### src/design/hsvrgb_pkg.sv
package hsvrgb_pkg;

    localparam int FRAC_BITS  = 16;
    localparam int VAL_W      = FRAC_BITS + 1;
    localparam int HUE_W      = 16;
    localparam int SEC_W      = 3;
    localparam int H6_W       = HUE_W + SEC_W;
    localparam int IN_DATA_W  = ((HUE_W + 2 * VAL_W + 7) / 8) * 8;
    localparam int OUT_DATA_W = ((3 * VAL_W + 7) / 8) * 8;
    localparam int FIFO_DEPTH = 4;
    localparam int FIFO_AW    = $clog2(FIFO_DEPTH);
    localparam int FIFO_CW    = $clog2(FIFO_DEPTH + 1);

    localparam logic [VAL_W-1:0] VAL_ONE = {1'b1, {FRAC_BITS{1'b0}}};
    localparam logic [HUE_W:0]   HUE_ONE = {1'b1, {HUE_W{1'b0}}};

    typedef enum logic [SEC_W-1:0] {
        SEC_RED     = 3'd0,
        SEC_YELLOW  = 3'd1,
        SEC_GREEN   = 3'd2,
        SEC_CYAN    = 3'd3,
        SEC_BLUE    = 3'd4,
        SEC_MAGENTA = 3'd5
    } t_sector;

    typedef struct packed {
        t_sector          sector;
        logic [VAL_W-1:0] sat;
        logic [VAL_W-1:0] val;
        logic [VAL_W-1:0] sf;
        logic [VAL_W-1:0] sg;
    } t_work;

    function automatic logic [VAL_W-1:0] clamp_one(input logic [VAL_W-1:0] x);
        clamp_one = (x > VAL_ONE) ? VAL_ONE : x;
    endfunction

endpackage

### src/design/hsvrgb_front.sv
module hsvrgb_front (
    input  logic                            i_clk,
    input  logic                            i_rst_n,
    input  logic                            i_valid,
    output logic                            o_ready,
    input  logic [hsvrgb_pkg::HUE_W-1:0]    i_hue,
    input  logic [hsvrgb_pkg::VAL_W-1:0]    i_sat,
    input  logic [hsvrgb_pkg::VAL_W-1:0]    i_val,
    output logic                            o_push,
    input  logic                            i_full,
    output hsvrgb_pkg::t_work               o_work
);

    localparam int SF_W = hsvrgb_pkg::VAL_W + hsvrgb_pkg::HUE_W;
    localparam int SG_W = hsvrgb_pkg::VAL_W + hsvrgb_pkg::HUE_W + 1;

    logic                               r_valid;
    hsvrgb_pkg::t_work                  r_work;
    hsvrgb_pkg::t_work                  n_work;
    logic [hsvrgb_pkg::VAL_W-1:0]       sat_c;
    logic [hsvrgb_pkg::H6_W-1:0]        h6;
    logic [hsvrgb_pkg::HUE_W-1:0]       frac;
    logic [SF_W-1:0]                    sf_prod;
    logic [SG_W-1:0]                    sg_prod;

    // hue times six as two shifted adds
    always_comb begin
        sat_c   = hsvrgb_pkg::clamp_one(i_sat);
        h6      = hsvrgb_pkg::H6_W'({i_hue, 2'b00}) + hsvrgb_pkg::H6_W'({i_hue, 1'b0});
        frac    = h6[hsvrgb_pkg::HUE_W-1:0];
        sf_prod = SF_W'(sat_c) * SF_W'(frac);
        sg_prod = SG_W'(sat_c) * SG_W'(hsvrgb_pkg::HUE_ONE - {1'b0, frac});
        n_work.sector = hsvrgb_pkg::t_sector'(h6[hsvrgb_pkg::H6_W-1:hsvrgb_pkg::HUE_W]);
        n_work.sat    = sat_c;
        n_work.val    = hsvrgb_pkg::clamp_one(i_val);
        n_work.sf     = sf_prod[hsvrgb_pkg::HUE_W +: hsvrgb_pkg::VAL_W];
        n_work.sg     = sg_prod[hsvrgb_pkg::HUE_W +: hsvrgb_pkg::VAL_W];
    end

    assign o_ready = !r_valid || !i_full;
    assign o_push  = r_valid && !i_full;
    assign o_work  = r_work;

    always_ff @(posedge i_clk) begin
        if (!i_rst_n) begin
            r_valid <= 1'b0;
        end else if (o_ready) begin
            r_valid <= i_valid;
        end
    end

    always_ff @(posedge i_clk) begin
        if (o_ready && i_valid) begin
            r_work <= n_work;
        end
    end

endmodule

### src/design/hsvrgb_fifo.sv
module hsvrgb_fifo (
    input  logic                i_clk,
    input  logic                i_rst_n,
    input  logic                i_push,
    input  hsvrgb_pkg::t_work   i_work,
    output logic                o_full,
    input  logic                i_pop,
    output logic                o_valid,
    output hsvrgb_pkg::t_work   o_work
);

    hsvrgb_pkg::t_work                  r_mem [hsvrgb_pkg::FIFO_DEPTH];
    logic [hsvrgb_pkg::FIFO_AW-1:0]     r_wr_ptr;
    logic [hsvrgb_pkg::FIFO_AW-1:0]     r_rd_ptr;
    logic [hsvrgb_pkg::FIFO_CW-1:0]     r_count;
    logic [hsvrgb_pkg::FIFO_CW-1:0]     n_count;

    assign o_full  = (r_count == hsvrgb_pkg::FIFO_CW'(hsvrgb_pkg::FIFO_DEPTH));
    assign o_valid = (r_count != '0);
    assign o_work  = r_mem[r_rd_ptr];

    always_comb begin
        n_count = r_count;
        priority if (i_push && !i_pop) begin
            n_count = r_count + 1'b1;
        end else if (i_pop && !i_push) begin
            n_count = r_count - 1'b1;
        end else begin
            n_count = r_count;
        end
    end

    always_ff @(posedge i_clk) begin
        if (!i_rst_n) begin
            r_wr_ptr <= '0;
            r_rd_ptr <= '0;
            r_count  <= '0;
        end else begin
            if (i_push) begin
                r_wr_ptr <= r_wr_ptr + 1'b1;
            end
            if (i_pop) begin
                r_rd_ptr <= r_rd_ptr + 1'b1;
            end
            r_count <= n_count;
        end
    end

    always_ff @(posedge i_clk) begin
        if (i_push) begin
            r_mem[r_wr_ptr] <= i_work;
        end
    end

`ifndef NO_ASSERTIONS
    a_count_range: assert property (@(posedge i_clk) disable iff (!i_rst_n)
        r_count <= hsvrgb_pkg::FIFO_CW'(hsvrgb_pkg::FIFO_DEPTH))
        else $error("queue count out of range");
    a_no_overflow: assert property (@(posedge i_clk) disable iff (!i_rst_n)
        !(i_push && o_full))
        else $error("push into full queue");
    a_no_underflow: assert property (@(posedge i_clk) disable iff (!i_rst_n)
        !(i_pop && !o_valid))
        else $error("pop from empty queue");
`endif

endmodule

### src/design/hsvrgb_back.sv
module hsvrgb_back (
    input  logic                            i_clk,
    input  logic                            i_rst_n,
    input  logic                            i_valid,
    output logic                            o_pop,
    input  hsvrgb_pkg::t_work               i_work,
    output logic                            o_valid,
    input  logic                            i_ready,
    output logic [hsvrgb_pkg::VAL_W-1:0]    o_red,
    output logic [hsvrgb_pkg::VAL_W-1:0]    o_green,
    output logic [hsvrgb_pkg::VAL_W-1:0]    o_blue
);

    localparam int PROD_W = 2 * hsvrgb_pkg::VAL_W;

    logic                           r_b1_valid;
    hsvrgb_pkg::t_sector            r_sector;
    logic [hsvrgb_pkg::VAL_W-1:0]   r_val;
    logic [hsvrgb_pkg::VAL_W-1:0]   r_p;
    logic [hsvrgb_pkg::VAL_W-1:0]   r_q;
    logic [hsvrgb_pkg::VAL_W-1:0]   r_t;
    logic                           r_out_valid;
    logic [hsvrgb_pkg::VAL_W-1:0]   r_red;
    logic [hsvrgb_pkg::VAL_W-1:0]   r_green;
    logic [hsvrgb_pkg::VAL_W-1:0]   r_blue;
    logic [hsvrgb_pkg::VAL_W-1:0]   n_red;
    logic [hsvrgb_pkg::VAL_W-1:0]   n_green;
    logic [hsvrgb_pkg::VAL_W-1:0]   n_blue;
    logic [PROD_W-1:0]              p_prod;
    logic [PROD_W-1:0]              q_prod;
    logic [PROD_W-1:0]              t_prod;
    logic                           out_ready;
    logic                           b1_ready;

    assign out_ready = !r_out_valid || i_ready;
    assign b1_ready  = !r_b1_valid || out_ready;
    assign o_pop     = i_valid && b1_ready;
    assign o_valid   = r_out_valid;
    assign o_red     = r_red;
    assign o_green   = r_green;
    assign o_blue    = r_blue;

    always_comb begin
        p_prod = PROD_W'(i_work.val) * PROD_W'(hsvrgb_pkg::VAL_ONE - i_work.sat);
        q_prod = PROD_W'(i_work.val) * PROD_W'(hsvrgb_pkg::VAL_ONE - i_work.sf);
        t_prod = PROD_W'(i_work.val) * PROD_W'(hsvrgb_pkg::VAL_ONE - i_work.sg);
    end

    always_comb begin
        unique case (r_sector)
            hsvrgb_pkg::SEC_RED: begin
                n_red = r_val; n_green = r_t;   n_blue = r_p;
            end
            hsvrgb_pkg::SEC_YELLOW: begin
                n_red = r_q;   n_green = r_val; n_blue = r_p;
            end
            hsvrgb_pkg::SEC_GREEN: begin
                n_red = r_p;   n_green = r_val; n_blue = r_t;
            end
            hsvrgb_pkg::SEC_CYAN: begin
                n_red = r_p;   n_green = r_q;   n_blue = r_val;
            end
            hsvrgb_pkg::SEC_BLUE: begin
                n_red = r_t;   n_green = r_p;   n_blue = r_val;
            end
            default: begin
                n_red = r_val; n_green = r_p;   n_blue = r_q;
            end
        endcase
    end

    always_ff @(posedge i_clk) begin
        if (!i_rst_n) begin
            r_b1_valid  <= 1'b0;
            r_out_valid <= 1'b0;
        end else begin
            if (b1_ready) begin
                r_b1_valid <= i_valid;
            end
            if (out_ready) begin
                r_out_valid <= r_b1_valid;
            end
        end
    end

    always_ff @(posedge i_clk) begin
        if (o_pop) begin
            r_sector <= i_work.sector;
            r_val    <= i_work.val;
            r_p      <= p_prod[hsvrgb_pkg::FRAC_BITS +: hsvrgb_pkg::VAL_W];
            r_q      <= q_prod[hsvrgb_pkg::FRAC_BITS +: hsvrgb_pkg::VAL_W];
            r_t      <= t_prod[hsvrgb_pkg::FRAC_BITS +: hsvrgb_pkg::VAL_W];
        end
        if (out_ready && r_b1_valid) begin
            r_red   <= n_red;
            r_green <= n_green;
            r_blue  <= n_blue;
        end
    end

`ifndef NO_ASSERTIONS
    a_scaled_below_value: assert property (@(posedge i_clk) disable iff (!i_rst_n)
        r_b1_valid |-> (r_p <= r_val) && (r_q <= r_val) && (r_t <= r_val))
        else $error("scaled term exceeds value");
`endif

endmodule

### src/design/hsv_to_rgb_converter.sv
// HSV to RGB converter: takes one hue, saturation, value word per clock and returns one
// red, green, blue word per clock, sustained with no bubbles while the output is ready.
// An accepted word passes through the front register (clamping, sector, s*f and s*(1-f)
// products), the four-entry queue, the back multiply stage (v*(1-s), v*(1-s*f),
// v*(1-s*(1-f))) and then the output register holding the sector-selected result.
// Front and back stall independently; input ready drops only when the front register is
// full and the queue is full. Saturation and value above 1.0 are clamped to 1.0; results
// never exceed value.
module hsv_to_rgb_converter (
    input  logic                                i_clk,
    input  logic                                i_rst_n,
    input  logic                                i_s_axis_tvalid,
    output logic                                o_s_axis_tready,
    // hue, saturation, brightness, zero pad
    input  logic [hsvrgb_pkg::IN_DATA_W-1:0]    i_s_axis_tdata,
    output logic                                o_m_axis_tvalid,
    input  logic                                i_m_axis_tready,
    // red, green, blue, zero pad
    output logic [hsvrgb_pkg::OUT_DATA_W-1:0]   o_m_axis_tdata
);

    localparam int SAT_LO = hsvrgb_pkg::HUE_W;
    localparam int VAL_LO = hsvrgb_pkg::HUE_W + hsvrgb_pkg::VAL_W;

    logic                           push;
    logic                           full;
    logic                           pop;
    logic                           q_valid;
    hsvrgb_pkg::t_work              front_work;
    hsvrgb_pkg::t_work              q_work;
    logic [hsvrgb_pkg::VAL_W-1:0]   red;
    logic [hsvrgb_pkg::VAL_W-1:0]   green;
    logic [hsvrgb_pkg::VAL_W-1:0]   blue;

    hsvrgb_front u_front (
        .i_clk   (i_clk),
        .i_rst_n (i_rst_n),
        .i_valid (i_s_axis_tvalid),
        .o_ready (o_s_axis_tready),
        .i_hue   (i_s_axis_tdata[hsvrgb_pkg::HUE_W-1:0]),
        .i_sat   (i_s_axis_tdata[SAT_LO +: hsvrgb_pkg::VAL_W]),
        .i_val   (i_s_axis_tdata[VAL_LO +: hsvrgb_pkg::VAL_W]),
        .o_push  (push),
        .i_full  (full),
        .o_work  (front_work)
    );

    hsvrgb_fifo u_fifo (
        .i_clk   (i_clk),
        .i_rst_n (i_rst_n),
        .i_push  (push),
        .i_work  (front_work),
        .o_full  (full),
        .i_pop   (pop),
        .o_valid (q_valid),
        .o_work  (q_work)
    );

    hsvrgb_back u_back (
        .i_clk   (i_clk),
        .i_rst_n (i_rst_n),
        .i_valid (q_valid),
        .o_pop   (pop),
        .i_work  (q_work),
        .o_valid (o_m_axis_tvalid),
        .i_ready (i_m_axis_tready),
        .o_red   (red),
        .o_green (green),
        .o_blue  (blue)
    );

    assign o_m_axis_tdata = hsvrgb_pkg::OUT_DATA_W'({blue, green, red});

endmodule
### config.mk
export PLATFORM = sky130hd
export DESIGN_NAME = hsv_to_rgb_converter
export DESIGN_NICKNAME = d
export VERILOG_FILES = /design/src/design/hsvrgb_pkg.sv /design/src/design/hsvrgb_front.sv /design/src/design/hsvrgb_fifo.sv /design/src/design/hsvrgb_back.sv /design/src/design/hsv_to_rgb_converter.sv
export SDC_FILE = /design/constraint.sdc
export NUM_CORES = 2
export LEC_CHECK = 0
export BUFFER_PORTS_ARGS = -buffer_cell sky130_fd_sc_hd__clkbuf_2
export CAP_MARGIN = 10
export CORE_UTILIZATION = 35
export DETAILED_ROUTE_END_ITERATION = 7
export GPL_TIMING_DRIVEN = 1
export HOLD_SLACK_MARGIN = 0.03
export PLACE_DENSITY_LB_ADDON = 0.2
export SYNTH_ARGS = -nofsm -noshare
export SYNTH_HDL_FRONTEND = slang
export SYNTH_HIERARCHICAL = 1
export SYNTH_SLANG_ARGS = --single-unit
### constraint.sdc
create_clock -name i_clk -period 20.7 [get_ports i_clk]
set_clock_uncertainty 0.15 [all_clocks]
set_input_delay 1.035 -clock i_clk [delete_from_list [all_inputs] [get_ports i_clk]]
set_output_delay 1.035 -clock i_clk [all_outputs]
set_load 0.1 [all_outputs]
==> metrics.yaml <==
outcome: "finished with violations"
violations: "design-rule violations"
track_usage_pct: 18.6
via_count: 44300
synth_area_um2: 66400
portBuffers: 106
max_stage_delay_ns: 0.88
die-area_um2: 192000
min_period_over_period_pct: 52.6
initial_core_util_pct: 35.3
wl_per_cell_um: 19.4
tritoncts: "built"
drc_errors: 24
yosys_register_bits: 489
cp.arrival_ns: 11.14
rows: 159
postCtsSetupRepairBufs: 0
grt_pass1_vias: 47500
max-clock-path-buffers: 3
crit_path_top_delay_cell: "a211oi_1"
numCtsBuffers: 52
worstPathRequired_ns: 20.94
grt_max_degree: 74
synth_fa_ha_area_share_pct: 44.6
drt_wl_total_um: 175000
fmax_ghz: 0.0918
synth_compound_area_share_pct: 4.18
grt_overflow: 0
critical_path_class: "in2reg"
insertion_delay_ns: 0.64
tns_ns: 0
synth-seq-area-share_pct: 21.9
pin_count: 118
hold_depth: 0
synthArstFlopShare_pct: 0
ys_types: 92
worst_pin_slew_ns: 1.20
gp_congestion: 0.846
relSlewSlack_pct: 19.5
synthSimpleGateAreaFrac_pct: 13.2
r2r_cells: 27
layout-drive-gt1-share_pct: 7.57
root_buffer: "clkbuf_16"
finalSetupViolCount: 0
die_y_um: 438
hold_path.class: "reg2reg"
h-tree-depth: 2
synth_edf_count: 477
cp-start-kind: "primary input"
min_period_ns: 10.90
muxShareOfSynthArea_pct: 3.80
core_area_um2: 188000
syn2layout_area_growth_pct: 7.80
critPathMaxFanout: 11
grt_pass1_wl_um: 277000
synth.avg_cell_area_um2: 10.2
clkSinkCount: 489
syn-instance-count: 6542
slew_violations: 0
antenna_left: 0
cts_hold_buf: 0
endpoint_kind: "flop"
clk_pin_slew_ns: 0.06
cts-resized-gates: 0
via_per_inst: 4.88
hold_violations: 0
finalHoldWorstSlack_ns: 0.326
layout.nets: 8281
max_cap_violations: 0
dp_hpwl_um: 132000
synth_warnings: 6
synth_ff_type: "edfxtp_1"
die_w_um: 438
critical_path.most_common_cell: "fa_1"
dr.pass1.iters: 8
synth-xor-area-share_pct: 2.35
drt_iter0_markers: 2513
antenna_found_initial: 4
rsz0062_at_grt: "no"
synth_top_family_by_area: "adder cells"
## Yosys cell counts (13+ instances only)
master / count / area [um2]
inv_1: 1400 / 5260
fa_1: 1119 / 22400
nand2_1: 915 / 3430
ha_1: 578 / 7230
edfxtp_1: 477 / 14300
and2_1: 364 / 2280
nor2_1: 327 / 1230
clkbuf_1: 258 / 968
xnor2_1: 119 / 1040
a21oi_1: 112 / 561
o21ai_0: 99 / 495
mux4_2: 70 / 1580
mux2i_1: 57 / 571
nor2b_1: 55 / 344
xor2_1: 52 / 455
a21o_1: 39 / 293
and3_1: 38 / 238
nor3_1: 38 / 190
mux2_2: 31 / 349
a211oi_1: 30 / 225
or2_2: 26 / 163
nor4_1: 22 / 138
o21a_1: 20 / 150
nand3_1: 18 / 90.1
nand4_1: 17 / 106
or3_1: 16 / 100
nand2b_1: 14 / 87.6
buf_1: 13 / 48.8
buf_2: 13 / 65.1
## worst paths after layout
kind	startpoint	end	slack (ns)
setup / recovery	i_s_axis_tdata[0]	u_front/o_work[16]	9.80
hold / removal	u_front/o_work[64]	u_fifo/r_mem[1][64]	0.33
setup reg to reg	flop	u_back/r_q[12]	10.06
hold reg to reg	u_front/o_work[64]	u_fifo/r_mem[1][64]	0.33
## worst max-delay path, delay by kind of cell
family                     cells  cell delay, ns
adders and majority gates      9            4.14
xor gates and xnor gates       3            0.80
AOI/OAI and AO/OA              7            2.67
buffers and inverters          5            0.53
and+or+nand+nor                6            1.93
## cell type report
class                           count  area [um2]
Antenna cell                        1        2.50
Clock buffer                       59        1330
Clock inverter                     37         375
Fill cell                       18800      117000
Inverter                         1403        5270
Multi-Input combinational cell   4353       45500
Sequential cell                   489       14600
Tap cell                         2495        3120
Timing Repair Buffer              225        1430
## cell families after synthesis
group / count (synthesis)
buf+inv: 1704
other cells: 1
fa+ha+maj: 1697
xor+xnor: 175
simple gates: 1896
mux: 159
flops: 489
compound gates: 421
## cells in the final DEF (no fill, tap or decap), drive strengths merged, types with 39 or more instances in the layout
master  netlist  routed
inv        1400    1404
fa         1119    1119
nand2       915     915
ha          578     578
edfxtp      477     477
and2        367     367
nor2        328     328
clkbuf      258     165
xnor2       122     122
buf          43     119
a21oi       112     112
o21ai       104     104
mux4         71      71
mux2i        57      57
nor2b        55      55
xor2         53      53
nor3         40      40
a21o         39      39
## per-stage QoR
stage / worst slack [ns] / util [%] / area (um2) / std cells
6_report: 9.80 / 38.1 / 71600 / 9062
5_1_grt: 9.45 / 38.1 / 71600 / 9061
4_1_cts: 9.80 / 38.0 / 71600 / 9060
3_5_place_dp: 9.16 / 37.1 / 69900 / 8964
3_3_place_gp: 9.13 / 37.1 / 69900 / 8964
2_1_floorplan: 11.20 / - / 66500 / 6546
## layer usage
| metal | global-route usage [%] | up-vias | share of wire, % |
|---|---|---|---|
| li1 | - | 20200 | - |
| met1 | 25.4 | 22700 | 45 |
| met2 | 30.9 | 1116 | 47 |
| met3 | 2.49 | 228 | 5.3 |
| met4 | 5.33 | 4 | 3.1 |
| met5 | 0 | - | 0.020 |
## flip-flops by register name (all words and copies together), names as in the netlist, 3 cells and up, named ones only
signal / cells
u_fifo/r_mem: 284
u_front/o_work: 71
u_back/o_blue: 17
u_back/o_green: 17
u_back/o_red: 17
u_back/r_p: 17
u_back/r_q: 17
u_back/r_t: 17
u_back/r_val: 17
u_back/r_sector: 3
u_fifo/r_count: 3
Power is not shown: default switching activity piles up to over one toggle a cycle in this logic, so the estimate is an artifact.
